## src/hw/rtl/ddp_pkg.sv

```systemverilog
// ----------------------------------------------------------------------------
// ddp_pkg
// Shared types, constants and helpers of the DSD to DoP packer.
// ----------------------------------------------------------------------------
`default_nettype none

package ddp_pkg;

    // configuration register indexes
    localparam logic [1:0] CFG_LSB_FIRST     = 2'd0;
    localparam logic [1:0] CFG_CHANNEL_COUNT = 2'd1;

    // reset values of the configuration registers
    localparam logic       LSB_FIRST_RST     = 1'b0;
    localparam logic [3:0] CHANNEL_COUNT_RST = 4'd2;

    // DoP marker bytes
    localparam logic [7:0] MARKER_LOW  = 8'h05;
    localparam logic [7:0] MARKER_HIGH = 8'hfa;

    // control flags from the sequencer to the datapath
    typedef struct packed {
        logic hold_en;      // store first byte of the pair
        logic sample_en;    // second byte: emit a DoP sample
        logic is_last;      // current position is the last channel
        logic marker_high;  // current marker phase
        logic second_half;  // second bytes are arriving
    } seq_ctl_t;

    // one result word
    typedef struct packed {
        logic [23:0] dop_sample;
        logic [2:0]  channel_index;
        logic        frame_last;
    } out_item_t;

    // reverse the bit order of one byte (swap nibbles, pairs, bits)
    function automatic logic [7:0] flip_byte(input logic [7:0] v);
        logic [7:0] t;
        begin
            t = ((v & 8'hf0) >> 4) | ((v & 8'h0f) << 4);
            t = ((t & 8'hcc) >> 2) | ((t & 8'h33) << 2);
            t = ((t & 8'haa) >> 1) | ((t & 8'h55) << 1);
            return t;
        end
    endfunction

endpackage

`default_nettype wire

```

## src/hw/rtl/ddp_ram.sv

```systemverilog
// ----------------------------------------------------------------------------
// ddp_ram
// Generic single-write, single-read RAM with registered read data.
// ----------------------------------------------------------------------------
`default_nettype none

module ddp_ram #(
    parameter int WIDTH = 8,
    parameter int DEPTH = 8
) (
    input  wire logic                                   clk,
    input  wire logic                                   wr_en,
    input  wire logic [(DEPTH > 1 ? $clog2(DEPTH) : 1)-1:0] wr_addr,
    input  wire logic [WIDTH-1:0]                       wr_data,
    input  wire logic [(DEPTH > 1 ? $clog2(DEPTH) : 1)-1:0] rd_addr,
    output logic      [WIDTH-1:0]                       rd_data
);

    logic [WIDTH-1:0] mem [DEPTH];

    // write port and registered read port
    always_ff @(posedge clk)
    begin
        if (wr_en)
        begin
            mem[wr_addr] <= wr_data;
        end
        rd_data <= mem[rd_addr];
    end

endmodule

`default_nettype wire

```

## src/hw/rtl/ddp_sequencer.sv

```systemverilog
// ----------------------------------------------------------------------------
// ddp_sequencer
// Channel position, pair half and marker phase of the DoP stream.
// ----------------------------------------------------------------------------
`default_nettype none

module ddp_sequencer #(
    parameter int MAX_CHANNELS = 8,
    parameter int POS_W        = 3
) (
    input  wire logic             clk,
    input  wire logic             rst_n,
    input  wire logic [3:0]       channel_count,
    input  wire logic             step,
    input  wire logic             eos,
    output ddp_pkg::seq_ctl_t     ctl,
    output logic      [POS_W-1:0] pos,
    output logic      [POS_W-1:0] pos_next
);

    localparam int CNT_W = 7;

    logic [POS_W-1:0] pos_reg;
    logic             half_reg;
    logic             half_next;
    logic             marker_reg;
    logic             marker_next;
    logic [CNT_W-1:0] active_cnt;
    logic [CNT_W-1:0] last_ch;
    logic             is_last;

    // clamp the channel count to one..MAX_CHANNELS
    always_comb
    begin
        priority if (channel_count == 4'd0)
        begin
            active_cnt = CNT_W'(1);
        end
        else if (CNT_W'(channel_count) > CNT_W'(MAX_CHANNELS))
        begin
            active_cnt = CNT_W'(MAX_CHANNELS);
        end
        else
        begin
            active_cnt = CNT_W'(channel_count);
        end
        last_ch = active_cnt - CNT_W'(1);
        is_last = CNT_W'(pos_reg) >= last_ch;
    end

    // next state
    always_comb
    begin
        pos_next    = pos_reg;
        half_next   = half_reg;
        marker_next = marker_reg;
        if (step)
        begin
            priority if (eos)
            begin
                pos_next  = '0;
                half_next = 1'b0;
            end
            else if (is_last)
            begin
                pos_next  = '0;
                half_next = ~half_reg;
                if (half_reg)
                begin
                    marker_next = ~marker_reg;
                end
            end
            else
            begin
                pos_next = pos_reg + POS_W'(1);
            end
        end
    end

    // state registers
    always_ff @(posedge clk or negedge rst_n)
    begin
        if (!rst_n)
        begin
            pos_reg    <= '0;
            half_reg   <= 1'b0;
            marker_reg <= 1'b0;
        end
        else
        begin
            pos_reg    <= pos_next;
            half_reg   <= half_next;
            marker_reg <= marker_next;
        end
    end

    // control flags
    always_comb
    begin
        ctl.hold_en     = step && !eos && !half_reg;
        ctl.sample_en   = step && !eos && half_reg;
        ctl.is_last     = is_last;
        ctl.marker_high = marker_reg;
        ctl.second_half = half_reg;
    end

    assign pos = pos_reg;

endmodule

`default_nettype wire

```

## src/hw/rtl/ddp_out_reg.sv

```systemverilog
// ----------------------------------------------------------------------------
// ddp_out_reg
// Output register of the result stream; takes a new word when empty or while
// the held one is being taken.
// ----------------------------------------------------------------------------
`default_nettype none

module ddp_out_reg (
    input  wire logic               clk,
    input  wire logic               rst_n,
    input  wire logic               load,
    input  ddp_pkg::out_item_t      item,
    output logic                    space,
    output logic                    m_tvalid,
    input  wire logic               m_tready,
    output logic      [23:0]        m_tdata,   // dop_sample
    output logic      [2:0]         m_tuser,   // channel_index
    output logic                    m_tlast    // frame_last
);

    logic               valid_reg;
    logic               valid_next;
    ddp_pkg::out_item_t item_reg;

    // room for a new word when empty or the held word leaves now
    assign space = !valid_reg || m_tready;

    always_comb
    begin
        valid_next = valid_reg;
        priority if (load)
        begin
            valid_next = 1'b1;
        end
        else if (m_tready)
        begin
            valid_next = 1'b0;
        end
    end

    always_ff @(posedge clk or negedge rst_n)
    begin
        if (!rst_n)
        begin
            valid_reg <= 1'b0;
        end
        else
        begin
            valid_reg <= valid_next;
        end
    end

    // payload
    always_ff @(posedge clk)
    begin
        if (load)
        begin
            item_reg <= item;
        end
    end

    assign m_tvalid = valid_reg;
    assign m_tdata  = item_reg.dop_sample;
    assign m_tuser  = item_reg.channel_index;
    assign m_tlast  = item_reg.frame_last;

endmodule

`default_nettype wire

```

## src/hw/rtl/dsd_to_dop_packer_core.sv

```systemverilog
// ----------------------------------------------------------------------------
// dsd_to_dop_packer_core
// Packs channel-interleaved DSD bytes into 24-bit DoP samples.
// ----------------------------------------------------------------------------
// output: a DoP sample appears on the output in the cycle after its second byte is accepted
// throughput: one input word per cycle while the output is not stalled; the output register
//   takes a new word in the same cycle that the held one is taken
// reset: rst_n clears position, pair half, marker phase (0x05 first), the
//   configuration registers and output valid; held first bytes are undefined until written
`default_nettype none

module dsd_to_dop_packer_core #(
    parameter int MAX_CHANNELS = 8
) (
    input  wire logic        clk,
    input  wire logic        rst_n,
    // configuration writes
    input  wire logic        cfg_valid,
    output logic             cfg_ready,
    input  wire logic [1:0]  cfg_index,
    input  wire logic [3:0]  cfg_data,
    // DSD byte stream
    input  wire logic        s_tvalid,
    output logic             s_tready,
    input  wire logic [7:0]  s_tdata,   // dsd_byte
    input  wire logic        s_tuser,   // action
    // DoP sample stream
    output logic             m_tvalid,
    input  wire logic        m_tready,
    output logic      [23:0] m_tdata,   // dop_sample
    output logic      [2:0]  m_tuser,   // channel_index
    output logic             m_tlast    // frame_last
);

    localparam int POS_W  = (MAX_CHANNELS > 1) ? $clog2(MAX_CHANNELS) : 1;
    localparam int WIDE_W = 7;

    logic               lsb_first_reg;
    logic [3:0]         channel_count_reg;
    logic               s_accept;
    logic               space;
    logic [7:0]         byte_in;
    ddp_pkg::seq_ctl_t  ctl;
    logic [POS_W-1:0]   pos;
    logic [POS_W-1:0]   pos_next;
    logic [WIDE_W-1:0]  pos_wide;
    logic [7:0]         ram_rd;
    logic               byp_hit_reg;
    logic [7:0]         byp_data_reg;
    logic [7:0]         held_byte;
    ddp_pkg::out_item_t item;

    // configuration registers
    assign cfg_ready = 1'b1;

    always_ff @(posedge clk or negedge rst_n)
    begin
        if (!rst_n)
        begin
            lsb_first_reg     <= ddp_pkg::LSB_FIRST_RST;
            channel_count_reg <= ddp_pkg::CHANNEL_COUNT_RST;
        end
        else if (cfg_valid && cfg_ready)
        begin
            if (cfg_index == ddp_pkg::CFG_LSB_FIRST)
            begin
                lsb_first_reg <= cfg_data[0];
            end
            else if (cfg_index == ddp_pkg::CFG_CHANNEL_COUNT)
            begin
                channel_count_reg <= cfg_data;
            end
        end
    end

    // input handshake
    assign s_tready = space;
    assign s_accept = s_tvalid && s_tready;

    // optional bit reversal
    assign byte_in = lsb_first_reg ? ddp_pkg::flip_byte(s_tdata) : s_tdata;

    ddp_sequencer #(
        .MAX_CHANNELS (MAX_CHANNELS),
        .POS_W        (POS_W)
    ) u_seq (
        .clk           (clk),
        .rst_n         (rst_n),
        .channel_count (channel_count_reg),
        .step          (s_accept),
        .eos           (s_tuser),
        .ctl           (ctl),
        .pos           (pos),
        .pos_next      (pos_next)
    );

    // held first bytes, read ahead at the next position
    ddp_ram #(
        .WIDTH (8),
        .DEPTH (MAX_CHANNELS)
    ) u_held (
        .clk     (clk),
        .wr_en   (ctl.hold_en),
        .wr_addr (pos),
        .wr_data (byte_in),
        .rd_addr (pos_next),
        .rd_data (ram_rd)
    );

    // forward a byte written at the address being read ahead
    always_ff @(posedge clk or negedge rst_n)
    begin
        if (!rst_n)
        begin
            byp_hit_reg <= 1'b0;
        end
        else
        begin
            byp_hit_reg <= ctl.hold_en && (pos == pos_next);
        end
    end

    always_ff @(posedge clk)
    begin
        byp_data_reg <= byte_in;
    end

    assign held_byte = byp_hit_reg ? byp_data_reg : ram_rd;

    // pack the DoP sample
    assign pos_wide = WIDE_W'(pos);

    always_comb
    begin
        item.dop_sample    = {(ctl.marker_high ? ddp_pkg::MARKER_HIGH : ddp_pkg::MARKER_LOW),
                              held_byte, byte_in};
        item.channel_index = pos_wide[2:0];
        item.frame_last    = ctl.is_last;
    end

    ddp_out_reg u_out (
        .clk      (clk),
        .rst_n    (rst_n),
        .load     (ctl.sample_en),
        .item     (item),
        .space    (space),
        .m_tvalid (m_tvalid),
        .m_tready (m_tready),
        .m_tdata  (m_tdata),
        .m_tuser  (m_tuser),
        .m_tlast  (m_tlast)
    );

    // an empty output register never blocks the input
    a_ready_when_empty: assert property (@(posedge clk) disable iff (!rst_n)
        !m_tvalid |-> s_tready)
        else $error("input stalled with empty output register");

    // position stays inside the held byte store
    a_pos_range: assert property (@(posedge clk) disable iff (!rst_n)
        WIDE_W'(pos) < WIDE_W'(MAX_CHANNELS))
        else $error("channel position beyond channel store");

    // end of stream rewinds position and pair half
    a_eos_rewind: assert property (@(posedge clk) disable iff (!rst_n)
        (s_accept && s_tuser) |=> (pos == '0 && !ctl.second_half))
        else $error("end of stream did not rewind");

    // marker flips only after the last channel's sample
    a_marker_flip: assert property (@(posedge clk) disable iff (!rst_n)
        (ctl.sample_en && ctl.is_last) |=> (ctl.marker_high != $past(ctl.marker_high)))
        else $error("marker did not flip at frame end");

    // a sample loaded into the output is shown next cycle
    a_sample_shown: assert property (@(posedge clk) disable iff (!rst_n)
        ctl.sample_en |=> m_tvalid)
        else $error("sample lost at output register");

endmodule

`default_nettype wire
```

## config.mk

```make
export PLATFORM = sky130hd
export DESIGN_NAME = dsd_to_dop_packer_core
export DESIGN_NICKNAME = d
export VERILOG_FILES = /design/src/hw/rtl/ddp_pkg.sv /design/src/hw/rtl/ddp_ram.sv /design/src/hw/rtl/ddp_sequencer.sv /design/src/hw/rtl/ddp_out_reg.sv /design/src/hw/rtl/dsd_to_dop_packer_core.sv
export SDC_FILE = /design/constraint.sdc
export NUM_CORES = 1
export LEC_CHECK = 0
export BUFFER_PORTS_ARGS = -buffer_cell sky130_fd_sc_hd__buf_4
export CORE_MARGIN = 5
export CORE_UTILIZATION = 57
export DETAILED_ROUTE_END_ITERATION = 10
export GPL_TIMING_DRIVEN = 0
export PLACE_DENSITY_LB_ADDON = 0.1
export SKIP_LAST_GASP = 1
export SYNTH_ARGS = -nofsm -noshare
export SYNTH_HDL_FRONTEND = slang
export SYNTH_SLANG_ARGS = --single-unit
```

## constraint.sdc

```tcl
create_clock -name clk -period 5.2 [get_ports clk]
set_input_delay 0.26 -clock clk [delete_from_list [all_inputs] [get_ports clk]]
set_output_delay 0.26 -clock clk [all_outputs]
set_load 0.01 [all_outputs]
```

-- Word level (Yosys, flattened, before mapping)
Memories as Yosys holds them, arrays and structs flattened. A register that Yosys moved wholly into a read port is not among the register bits.
Cells that the tools add are included.
- memories kept: 1
- input port bits: 20
- output and inout port bits: 31
- bits in registers: 48
- logic and storage cells: 56
- bits in writable memories: 64
- memories (name ; depth ; width ; rd ports ; clocked after Yosys merged registers in ; wr ports ; line ; RTL):
    u_held.mem ; 8 ; 8 ; 1 ; 1 ; 1 ; ddp_ram.sv:19 ; logic [WIDTH-1:0] mem [DEPTH];
- bitwise gates (word level): 7
- reductions and logical operators: 17
- muxes and demuxes: 14
- magnitude comparators: 2
- add/sub/neg operators: 2
- eq/ne operators: 2
- operators by type and width (cell ; count):
    8-bit two-way mux ; 3
    3-bit two-way mux ; 3
    4-bit two-way mux ; 2
    4-bit by 8-bit bitwise OR with 8-bit output ; 1
    6-bit by 8-bit bitwise OR with 8-bit output ; 1
    7-bit by 8-bit bitwise OR with 8-bit output ; 1
    3-bit by 7-bit greater-or-equal comparator with 1-bit output ; 1
    1-bit two-way mux ; 6
    1-bit logical AND ; 5
    4-bit by 1-bit subtractor with 5-bit output, second input constant ; 1
    4-bit greater-than comparator, second input constant ; 1
    4-bit logical NOT ; 1
    1-bit NOT ; 4
    2-bit AND reduction ; 2
    4-bit AND reduction ; 1
    2-bit nonzero test ; 2
    3-bit by 1-bit adder with 3-bit output, second input constant ; 1
    3-bit == test ; 1
    1-bit logical NOT ; 3
    3-bit AND reduction ; 1
    2-bit by 1-bit == test with 1-bit output, second input constant ; 1
    2-bit logical NOT ; 1
    1-bit logical OR ; 1

-- Logic depth before layout (Yosys ltp)
Gate-level depths: netlist (run 1).
- depth after elaboration: 10
- depth in mapped cells: 13
- depth with buffers taken out: 11

-- By module
From an unflattened synthesis (run 1), not the netlist that was laid out.
- cells, all modules: 242
- area total of the unflattened synthesis: 4688.2 um^2
- by module, submodules not included (module ; seq. area each (um^2) ; cells an instance ; instances ; area each (um^2)):
    ddp_ram ; 2082.0 ; 114 ; 1 ; 2691.3
    ddp_out_reg ; 865.8 ; 31 ; 1 ; 888.4
    dsd_to_dop_packer_core ; 311.5 ; 47 ; 1 ; 661.9
    ddp_sequencer ; 125.1 ; 50 ; 1 ; 446.7

-- Least setup slack after synthesis (run 1)
Ideal clock, no wire load.
- kind: register to register
- start point: register channel_count_reg[1]
- end point: register u_held.rd_data[0] (read register of u_held.mem)
- library setup time: 0.128 ns
- clock period less this slack: 2.574 ns
- arrival time: 2.447 ns
- cell stages (with the launch flop): 14
- path buffers: 2
- data required time: 5.072 ns
- path slack: 2.626 ns
- cell sequence: dfstp_2 -> nor2_1 -> o21bai_1 -> ha_1 -> xnor2_1 -> ha_1 -> nand2_1 -> o21ai_2 -> a21oi_4 -> or2_1 -> buf_6 -> buf_4 -> a211oi_1 -> nor4_2
- cells in the longest elaborated chain, start to end: 8
- elaborated cells on any way between the ends: 9
- those cells by class: add/sub (1); order compare (2); mux (5); reduce/logical (1)
- RTL lines (item ; line ; RTL):
    from (decl) ; dsd_to_dop_packer_core.sv:39 ; logic [3:0] channel_count_reg;
    from (signal assigned) ; dsd_to_dop_packer_core.sv:61 ; channel_count_reg <= ddp_pkg::CHANNEL_COUNT_RST;
    from (signal assigned) ; dsd_to_dop_packer_core.sv:71 ; channel_count_reg <= cfg_data;
    4-bit greater-than comparator ; ddp_sequencer.sv:39 ; else if (CNT_W'(channel_count) > CNT_W'(MAX_CHANNELS))
    4-bit two-way mux ; ddp_sequencer.sv:39 ;
    4-bit two-way mux (*) ; ddp_sequencer.sv:35 ; priority if (channel_count == 4'd0)
    4-bit by 1-bit subtractor with 5-bit output (*) ; ddp_sequencer.sv:47 ; last_ch = active_cnt - CNT_W'(1);
    3-bit by 7-bit greater-or-equal comparator with 1-bit output (*) ; ddp_sequencer.sv:48 ; is_last = CNT_W'(pos_reg) >= last_ch;
    3-bit two-way mux (*) ; ddp_sequencer.sv:64 ; else if (is_last)
    3-bit two-way mux (*) ; ddp_sequencer.sv:59 ; priority if (eos)
    3-bit two-way mux (*) ; ddp_sequencer.sv:57 ; if (step)
    net pos_next[0] ; dsd_to_dop_packer_core.sv:45 ; logic [POS_W-1:0] pos_next;
    to (decl) ; ddp_ram.sv:16 ; output logic [WIDTH-1:0] rd_data
The timed path passes the listed nets; every way through them passes the cells marked *.
A chain may end at the register's enable or synchronous reset.

-- Final worst setup path (run 1)
- start point: register channel_count_reg[1]
- end point: register u_held.rd_data[0] (read register of u_held.mem)
- cells in the longest elaborated chain, start to end: 8
- elaborated cells on any way between the ends: 9
- those cells by class: add/sub (1); order compare (2); mux (5); reduce/logical (1)
- RTL lines (item ; line):
    4-bit greater-than comparator ; ddp_sequencer.sv:39
    4-bit two-way mux ; ddp_sequencer.sv:39
    4-bit two-way mux (*) ; ddp_sequencer.sv:35
    4-bit by 1-bit subtractor with 5-bit output (*) ; ddp_sequencer.sv:47
    3-bit by 7-bit greater-or-equal comparator with 1-bit output (*) ; ddp_sequencer.sv:48
    3-bit two-way mux (*) ; ddp_sequencer.sv:64
    3-bit two-way mux (*) ; ddp_sequencer.sv:59
    3-bit two-way mux (*) ; ddp_sequencer.sv:57
Every way passes the cells marked *; elsewhere a longest branch is shown, timed or not.

==> results of run 1 <==
## kinds of logic (layout without fill, tap and decap cells)
| group | Yosys count | in the layout |
|---|---|---|
| AO/OA/AOI/OAI | 51 | 51 |
| XOR/XNOR | 3 | 3 |
| adder cells (fa/ha/maj) | 5 | 5 |
| buffers and inverters | 26 | 114 |
| flip-flops | 114 | 114 |
| multiplexers | 22 | 22 |
| other | 1 | 1 |
| AND/OR/NAND/NOR | 79 | 79 |
## layout by cell type, fill, tap and decap left out, drive strengths merged, types with 2 or more instances in the layout
| cell | count |
|---|---|
| or2 | 2 |
| mux2 | 21 |
| and2 | 3 |
| nor3 | 2 |
| clkbuf | 23 |
| buf | 65 |
| a211oi | 33 |
| dlygate4sd3 | 7 |
| nor2b | 3 |
| edfxtp | 86 |
| nand2b | 4 |
| clkinv | 8 |
| bufinv | 4 |
| dfxtp | 16 |
| ha | 5 |
| nand3b | 2 |
| nor3b | 33 |
| dfrtp | 11 |
| inv | 6 |
| nor4 | 8 |
| xnor2 | 2 |
| nand2 | 9 |
| o21ai | 6 |
| a21oi | 5 |
| nor2 | 9 |
## synth_stat cells, types with 6 or more instances
master / count
nor2_1: 9
dfrtp_1: 11
nor4_2: 7
mux2_2: 21
clkbuf_1: 6
edfxtp_1: 86
buf_4: 9
dfxtp_1: 16
nand2_1: 9
nor3b_1: 33
a211oi_1: 32
## per-layer routing
metal,up-vias,GRT usage (%),share of wire [%]
met5,-,0,0
met2,101,31.7,50
met1,1337,26.4,42
met3,6,6.05,7.2
li1,1310,-,-
met4,0,7.46,0.91
## worst max-delay path, cell delays in order, from the launching register on
cell and delay, ps:
dfstp_2 540, nor2_1 40, o21bai_1 170, ha_1 210
xnor2_1 130, ha_1 260, a21oi_1 160, o21ai_2 140
a21oi_4 240, buf_1 480, nor3b_1 120, a211oi_1 390
nor4_2 80
## per-stage QoR
| step | utilization, % | power (mW) |
|---|---|---|
| 4_1_cts | 74.4 | 3.06 |
| 3_3_place_gp | 65.5 | 1.83 |
| 6_report | 74.4 | 3.05 |
| 3_5_place_dp | 65.5 | 1.85 |
| 2_1_floorplan | - | 1.66 |
| 5_1_grt | 74.4 | 3.19 |
## how the worst min path moves through the flow
| stage | from | to | depth (start not counted) |
|---|---|---|---|
| global route | cfg_index[1] | lsb_first_reg | 3 |
| global placement | rst_n | channel_count_reg[3] | 1 |
| detailed placement | rst_n | channel_count_reg[3] | 1 |
| finish | cfg_index[1] | lsb_first_reg | 3 |
| floorplan | rst_n | byp_hit_reg | 0 |
| CTS | cfg_index[1] | lsb_first_reg | 3 |
## power groups by stage
stage | sequential [mW] | clock, mW | combinational, mW
2_1_floorplan | 1.20 | 0 | 0.462
3_3_place_gp | 1.20 | 0 | 0.630
3_5_place_dp | 1.20 | 0 | 0.647
4_1_cts | 1.19 | 1.21 | 0.665
5_1_grt | 1.20 | 1.26 | 0.727
6_report | 1.19 | 1.20 | 0.661
## area by class of cell
type                    count  share of cell area [%]
plain buffers              22                    2.48
clock buffers              17                    7.13
clock inverters            15                    3.58
inverters                   4                   0.259
multi-input cells         161                    21.6
flip-flops and latches    114                    55.2
well taps                 102                    2.20
repair buffers             56                    7.54
## timing repair
| item | CTS | global route |
|---|---|---|
| hold buffers | 7 | 0 |
| hold endpoints to repair | 19 | 0 |
| resized for setup | 0 | 0 |
==> flow_metrics.tcl, run 1 <==
set metrics [dict create \
    swShare_pct 28.1 \
    syn-num-nets 326 \
    cts_buffers 17 \
    synth_top_family_by_area "simple AND/OR/NAND/NOR gates" \
    cts.sinks 114 \
    tightestPinTransition_ps 1290 \
    port-buffer-count 49 \
    hold_viol 0 \
    synth_cell_types 47 \
    grt_pass1_vias 2750 \
    clkPwrFrac_pct 39.3 \
    ys.flop_type "edfxtp_1" \
    regArea_um2 3200 \
    rsz0062_at_grt "false" \
    start_util_pct 59.2 \
    yosys-top-cells-area "edfxtp_1, dfxtp_1, dfrtp_1" \
    syn_area_um2 4620 \
    startpoint "channel_count_reg[1]" \
    dr.pass1.iters 4 \
    design_area_um2 5810 \
    drv_cap 0 \
    cp-endpoint "u_held.rd_data[0]" \
    netlist_instances 301 \
    drive_above_1_share_pct 32.9 \
    nNetsFinal 401 \
    dieArea_um2 10000 \
    regMostFlops "u_held.mem" \
    dp_hpwl_mm 6.01 \
    fill_cells 500 \
    setup_viol 0 \
    antenna_found_initial 0 \
    gp_congestion 0.857 \
    finClkSkew_ps 5.46 \
    antenna_cells 0 \
    dp.cells 452 \
    synth_edf_count 86 \
    num_vias 2754 \
    drc 0 \
    syn_area_per_cell_um2 15.3 \
    worstPathArrival_ps 3450 \
    clkLatencyLatePin_ps 500 \
    worst_ep_required_time_ps 5570 \
    pwr-share-seq_pct 39.0 \
    clock_tree.root_cell "clkbuf_8" \
    synth_compound_area_share_pct 8.15 \
    h-tree-depth 4 \
    die_h_um 100 \
    core_area_um2 7810 \
    post_drt_via_cell_ratio 5.61 \
    drt-initial-drc-count 195 \
    yosys.area_share.xor_xnor_pct 0.569 \
    irDropWorstVdd_mv 0.287 \
    power_density_nw_per_um2 525 \
    grt_pass1_wl_mm 14.9 \
    muxShareOfSynthArea_pct 5.34 \
    setup_ws_ps 2120 \
    crit_fanout 10 \
    rows 32 \
    areaGrowthSynthToFinish_pct 25.7 \
    r2r_start "channel_count_reg[1]" \
    pin_count 51 \
    hold-worst-slack_ps 122 \
    fin_setup_tns_ps 0 \
    ys_warn_count 0 \
    max_slew_margin_pct 13.0 \
    synth_top_area_share_pct 55.9 \
    multi_input_area_um2 1260 \
    ys_ff_latch 114 \
    pre_cts_ws_ps 2210 \
    yosysTopAreaCell "edfxtp_1" \
    path_clk_slew_ps 60 \
    drv_slew 0 \
    grt_max_degree 24 \
    hp-class "in -> reg" \
    leakage_nw 2.09 \
    critPathCaptureType "flip-flop" \
    cts.path.max_buffers 2 \
    yosys.area_share.simple_pct 11.7 \
    postSynth.asyncResetShare_pct 10.5 \
    cts_tree "built" \
    max_freq_ghz 0.325 \
    die_w_um 100 \
    totalWireLength_mm 9.25 \
    stdcell_count 491 \
    grtUsageTotal_pct 20.0 \
    p_int_mw 2.19 \
    yosysSeqAreaShare_pct 69.4 \
    ff2ff_setup_slack_ps 2120 \
    p_comb_share_pct 21.7 \
    reg2reg_depth 12 \
    dpl-instance-area_um2 5110 \
    postRouteAntennaNets 0 \
    cts_setup_buffers 0 \
    largest_reg_flops 64 \
    period_needed_ps 3080 \
    wl_per_cell_um 18.8 \
    finalCritPeriodShare_pct 59.2 \
    reg2reg_to "u_held.rd_data[0]" \
    start_kind "flip-flop" \
    worst-setup-path-type "reg -> reg" \
    p_switching_mw 0.858 \
    gr-total-overflow 0 \
    status "complete, no violations" \
    synth_fa_ha_area_share_pct 1.35 \
]
Note: power is estimated with default switching activity, not from simulation.
==> inputs of run 2 (changes only) <==
--- a/config.mk
+++ b/config.mk
@@ -7,7 +7,7 @@
 export LEC_CHECK = 0
 export BUFFER_PORTS_ARGS = -buffer_cell sky130_fd_sc_hd__buf_4
 export CORE_MARGIN = 5
-export CORE_UTILIZATION = 57
+export CORE_UTILIZATION = 52
 export DETAILED_ROUTE_END_ITERATION = 10
 export GPL_TIMING_DRIVEN = 0
 export PLACE_DENSITY_LB_ADDON = 0.1
==> constraint.sdc (replaced) <==
create_clock -name clk -period 2.5 [get_ports clk]
set_input_delay 0.125 -clock clk [delete_from_list [all_inputs] [get_ports clk]]
set_output_delay 0.125 -clock clk [all_outputs]
set_load 0.01 [all_outputs]
==> run 2 against run 1 <==
The run now ends with negative setup slack left. Critical path depth is 1 higher. Wire length grew 21%. Maximum frequency is 6.7% higher. Clock skew up 1.0 ps. Die area is 8.6% higher. Cell count grew 4.3%. Combinational power increased to 3.3 times the previous value. Utilization grew 1.8 points. Cell area increased by 14%. Non-clock buffer count up 15. Hold slack lost 91 ps. Largest cell class unchanged. Largest power group is now sequential cells. Highest routed layer unchanged.
==> flow_metrics.tcl, run 2 (synthesis gave the netlist of run 1 again) <==
set metrics [dict create \
    multi_input_area_um2 1810 \
    hold-worst-slack_ps 30.7 \
    wl_per_cell_um 21.8 \
    dp_hpwl_mm 6.23 \
    worst_ep_required_time_ps 2880 \
    status "finished, violations left" \
    power_density_nw_per_um2 1090 \
    finClkSkew_ps 6.48 \
    final_common_cell "edfxtp_1" \
    startpoint "channel_count_reg[1]" \
    regMostFlops "u_held.mem" \
    ff2ff_setup_slack_ps -380 \
    post_drt_via_cell_ratio 5.73 \
    drive_above_1_share_pct 52.0 \
    wirelength_met1_mm 4.77 \
    die_w_um 104 \
    hold_viol 0 \
    met3WireLength_um 725 \
    worst-setup-path-type "reg -> reg" \
    pin_count 51 \
    grtUsageTotal_pct 18.5 \
    h-tree-depth 4 \
    antenna_cells 0 \
    tightestPinTransition_ps 907 \
    dr.pass1.iters 5 \
    period_needed_ps 2880 \
    start_kind "flip-flop" \
    critPathCaptureType "flip-flop" \
    layout_common_cells "edfxtp_1, buf_4, mux2_2" \
    start_util_pct 53.2 \
    port-buffer-count 49 \
    hp-class "in -> reg" \
    cts_tree "built" \
    finalCritPeriodShare_pct 115 \
    cp-endpoint "u_held.rd_data[4]" \
    die_h_um 104 \
    nNetsFinal 416 \
    clock_tree.root_cell "clkbuf_8" \
    rsz0062_at_grt "true" \
    max_slew_margin_pct 39.5 \
    violations "negative setup slack" \
    rows 34 \
    power_mw 7.18 \
    highest_layer "met4" \
    setup_viol 9 \
    cts.sinks 114 \
    wl_met2_mm 5.51 \
    grt_max_degree 24 \
    reg2reg_to "u_held.rd_data[4]" \
    drt-initial-drc-count 200 \
    drv_cap 0 \
    largest_reg_flops 64 \
    crit_fanout 9 \
    setup_ws_ps -385 \
    core_area_um2 8680 \
    gr-total-overflow 0 \
    r2r_start "channel_count_reg[1]" \
    path_clk_slew_ps 50 \
    clkLatencyLatePin_ps 500 \
    totalWireLength_mm 11.1 \
    max_freq_ghz 0.347 \
    cts.path.max_buffers 2 \
    dieArea_um2 10900 \
    irDropWorstVdd_mv 0.600 \
    worstPathArrival_ps 3260 \
    antenna_found_initial 0 \
    postRouteAntennaNets 0 \
    num_vias 2933 \
    leakage_nw 2.36 \
    grt_pass1_wl_mm 15.7 \
    areaGrowthSynthToFinish_pct 43.1 \
    grt_pass1_vias 2890 \
    cts_buffers 17 \
    drv_slew 0 \
    regArea_um2 3200 \
    drc 0 \
    fill_cells 502 \
    reg2reg_depth 13 \
    gp_congestion 0.828 \
]
run 2: final cells by class:
| cell class | instances | share of cell area, % |
|---|---|---|
| well taps | 108 | 2.04 |
| flip-flops and latches | 114 | 48.5 |
| clock buffers | 22 | 6.85 |
| repair buffers | 71 | 9.69 |
| multi-input cells | 161 | 27.4 |
| inverters | 4 | 0.227 |
| clock inverters | 10 | 2.39 |
| plain buffers | 22 | 2.92 |
run 2: how the worst min path moves through the flow:
stage	from	end	slack (ps)	depth (start not counted)
after detailed placement	rst_n	channel_count_reg[3]	-20	1
final	s_tdata[2]	byp_data_reg[2]	30	2
after global placement	rst_n	channel_count_reg[3]	-20	1
after CTS	s_tdata[1]	byp_data_reg[1]	9	2
after floorplan	rst_n	byp_hit_reg	-170	0
after global routing	s_tdata[6]	byp_data_reg[1]	40	2
run 2: repair_timing:
item	CTS	global route
cloned	0	3
setup endpoints to repair	18	23
endpoints found under the hold margin	19	0
buffers inserted	5	5
hold buffers	9	0
pin swaps	5	26
gates resized for setup	26	79
run 2: per-stage QoR:
stage	TNS (ps)	std cells	worst slack, ps	utilization, %	cell area [µm²]
final	-2910	512	-385	76.2	6610
after global routing	-3980	512	-496	76.2	6610
after CTS	-2700	504	-356	69.6	6040
after detailed placement	-5950	458	-517	59.7	5180
after global placement	-5660	458	-462	59.7	5180
after floorplan	-231	301	-31.1	-	4680
run 2: report_power, final:
part           switching [mW]  internal, mW  leakage (nW)
clock network           0.811          1.66         0.293
logic                    1.23         0.983          1.00
registers               0.135          2.36          1.06
total                    2.18          5.01          2.36
run 2: per-layer routing:
layer / GRT usage (%) / vias to the layer above
li1: - / 1322
met4: 5.37 / 0
met3: 5.09 / 15
met2: 29.2 / 119
met1: 25.3 / 1477
met5: 0 / -
run 2: critical path, cell delays in order (launching register included):
cell and delay (ps):
dfstp_2 560, buf_6 110, nand2b_4 50, ha_4 160
xnor2_2 120, ha_1 330, nand2_2 80, o21ai_4 250
a21oi_4 110, or2_4 280, buf_12 160, clkbuf_16 170
a211oi_4 270, nor4_2 90
==> inputs of run 3 (changes only) <==
--- a/config.mk
+++ b/config.mk
@@ -6,8 +6,10 @@
 export NUM_CORES = 1
 export LEC_CHECK = 0
 export BUFFER_PORTS_ARGS = -buffer_cell sky130_fd_sc_hd__buf_4
+export CELL_PAD_IN_SITES_DETAIL_PLACEMENT = 0
+export CELL_PAD_IN_SITES_GLOBAL_PLACEMENT = 1
 export CORE_MARGIN = 5
-export CORE_UTILIZATION = 52
+export CORE_UTILIZATION = 44
 export DETAILED_ROUTE_END_ITERATION = 10
 export GPL_TIMING_DRIVEN = 0
 export PLACE_DENSITY_LB_ADDON = 0.1
==> run 3 against run 2 <==
The flow still finishes with violations (negative setup slack). Cell count is 7.0% higher. Clock skew is 0.78 ps higher. Non-clock buffer count is 8 higher. Critical endpoint is now u_held.rd_data[1].
==> flow_metrics.tcl, run 3 (synthesis gave the netlist of run 1 again) <==
set metrics [dict create \
    leakage_nw 2.33 \
    cp_num_buf_inv 3 \
    hold_viol 0 \
    clock_tree.root_cell "clkbuf_8" \
    p_switching_mw 2.15 \
    postRouteAntennaNets 0 \
    grtUsageTotal_pct 16.2 \
    dr.pass1.iters 4 \
    critPathCaptureType "flip-flop" \
    worst_ep_required_time_ps 2890 \
    path_clk_slew_ps 60 \
    nNetsFinal 424 \
    setup_ws_ps -395 \
    final_util_pct 63.6 \
    dp_hpwl_mm 6.33 \
    cpLargestDelayFamily "compound AO/OA/AOI/OAI gates" \
    crit_path_cell_trace "nor2_1, o21bai_1, ha_2, xnor2_2, ha_4, a21oi_4, o21ai_4, a21oi_4, or2_1, buf_6, buf_12, buf_6, a211oi_2, nor4_1" \
    rsz0062_at_grt "true" \
    core_area_um2 10300 \
    h-tree-depth 4 \
    cts.sinks 114 \
    cts_buffers 17 \
    hp-class "in -> reg" \
    totalWireLength_mm 10.1 \
    regMostFlops "u_held.mem" \
    rows 37 \
    start_util_pct 44.9 \
    p_int_mw 4.91 \
    pin_count 51 \
    cts_tree "built" \
    cp_slowest_stage_delay_ps 530 \
    status "finished, violations left" \
    port-buffer-count 49 \
    worstPathArrival_ps 3280 \
    crit_fanout 6 \
    gp_congestion 0.817 \
    layout_common_cells "edfxtp_1, buf_4, mux2_2" \
    largest_reg_flops 64 \
    irDropWorstVdd_mv 0.496 \
    cts.path.max_buffers 2 \
    fill_cells 770 \
    final_common_cell "edfxtp_1" \
    power_density_nw_per_um2 1080 \
    finClkSkew_ps 7.26 \
    cp_slowest_cell "dfstp_2" \
    start_kind "flip-flop" \
    antenna_cells 0 \
    worst-setup-path-type "reg -> reg" \
    swShare_pct 30.4 \
    drc 0 \
    drv_slew 0 \
    clkPwrFrac_pct 34.3 \
    drv_cap 0 \
    die_h_um 112 \
    wl_per_cell_um 18.4 \
    pwr-share-seq_pct 35.1 \
    period_needed_ps 2900 \
    drive_above_1_share_pct 50.0 \
    stdcell_count 548 \
    grt_pass1_vias 2814 \
    grt_max_degree 24 \
    post_drt_via_cell_ratio 5.24 \
    grt_pass1_wl_mm 15.7 \
    die_w_um 112 \
    pre_cts_ws_ps -519 \
    finalCritPeriodShare_pct 116 \
    setup_viol 9 \
    gr-total-overflow 0 \
    max_slew_margin_pct 40.9 \
    violations "negative setup slack" \
    dp.cells 486 \
    p_comb_share_pct 30.6 \
    tightestPinTransition_ps 887 \
    max_freq_ghz 0.345 \
    num_vias 2874 \
    areaGrowthSynthToFinish_pct 41.6 \
    clkLatencyLatePin_ps 510 \
    drt-initial-drc-count 228 \
    dieArea_um2 12600 \
    antenna_found_initial 0 \
]
## run 3: cell count changes in the layout (fill, tap and decap cells not counted), moves of 3 or more
cell      change
nor3b_2       -8
a211oi_1      +5
a211oi_4      -7
buf_4        +11
nor3b_1       +7
inv_6         +3
## run 3: final timing paths
path                                         to            startpoint  slack, ps  depth (start not counted)
setup / recovery              u_held.rd_data[1]  channel_count_reg[1]       -400                         14
hold / removal                  byp_data_reg[4]            s_tdata[4]         20                          2
setup reg to reg              u_held.rd_data[1]  channel_count_reg[1]       -400                         14
hold reg to reg                u_seq.marker_reg      u_seq.marker_reg        500                          1
max in group asynchronous      u_seq.marker_reg                 rst_n       1410                          3
min in group asynchronous  channel_count_reg[1]                 rst_n         90                          2
## run 3: what timing repair did
item                                   4_1_cts  5_1_grt
hold buffers                                10        0
pin swaps                                    9       23
gates cloned                                 0        0
setup buffers                               10       10
setup endpoints to repair                   26       20
endpoints found under the hold margin       19        0
gates resized for setup                     37       42
## run 3: area by class of cell
class / count / area (µm²) / area share (%)
buffer: 22 / 173 / 2.64
clock buffer: 20 / 468 / 7.16
clock inverter: 12 / 143 / 2.18
inverter: 4 / 15.0 / 0.230
multi-input combinational: 161 / 1720 / 26.3
sequential: 114 / 3200 / 49.0
tap: 136 / 170 / 2.60
timing repair buffer: 79 / 647 / 9.89
## run 3: power groups by stage
| stage | Combinational [mW] | Sequential [mW] | Clock [mW] |
|---|---|---|---|
| after detailed placement | 1.44 | 2.51 | 0 |
| after global routing | 2.31 | 2.51 | 2.56 |
| final | 2.16 | 2.48 | 2.42 |
| after global placement | 1.41 | 2.50 | 0 |
| after CTS | 1.77 | 2.47 | 2.45 |
| after floorplan | 1.02 | 2.49 | 0 |
## run 3: per-layer routing
metal | global-route usage, % | vias to the layer above | wire [µm]
li1 | - | 1346 | -
met1 | 22.7 | 1421 | 4720
met2 | 24.8 | 98 | 4730
met3 | 4.31 | 9 | 559
met4 | 4.89 | 0 | 82
met5 | 0 | - | 0
## run 3: metrics by stage
step	setup TNS, ps	hold WS, ps	power (mW)	instance area (µm²)
floorplan	-231	-171	3.51	4680
global placement	-6420	-19.1	3.91	5220
detailed placement	-5160	-17.4	3.95	5220
CTS	-3060	11.7	6.69	6210
global route	-3960	27.0	7.39	6540
finish	-2740	24.1	7.05	6540
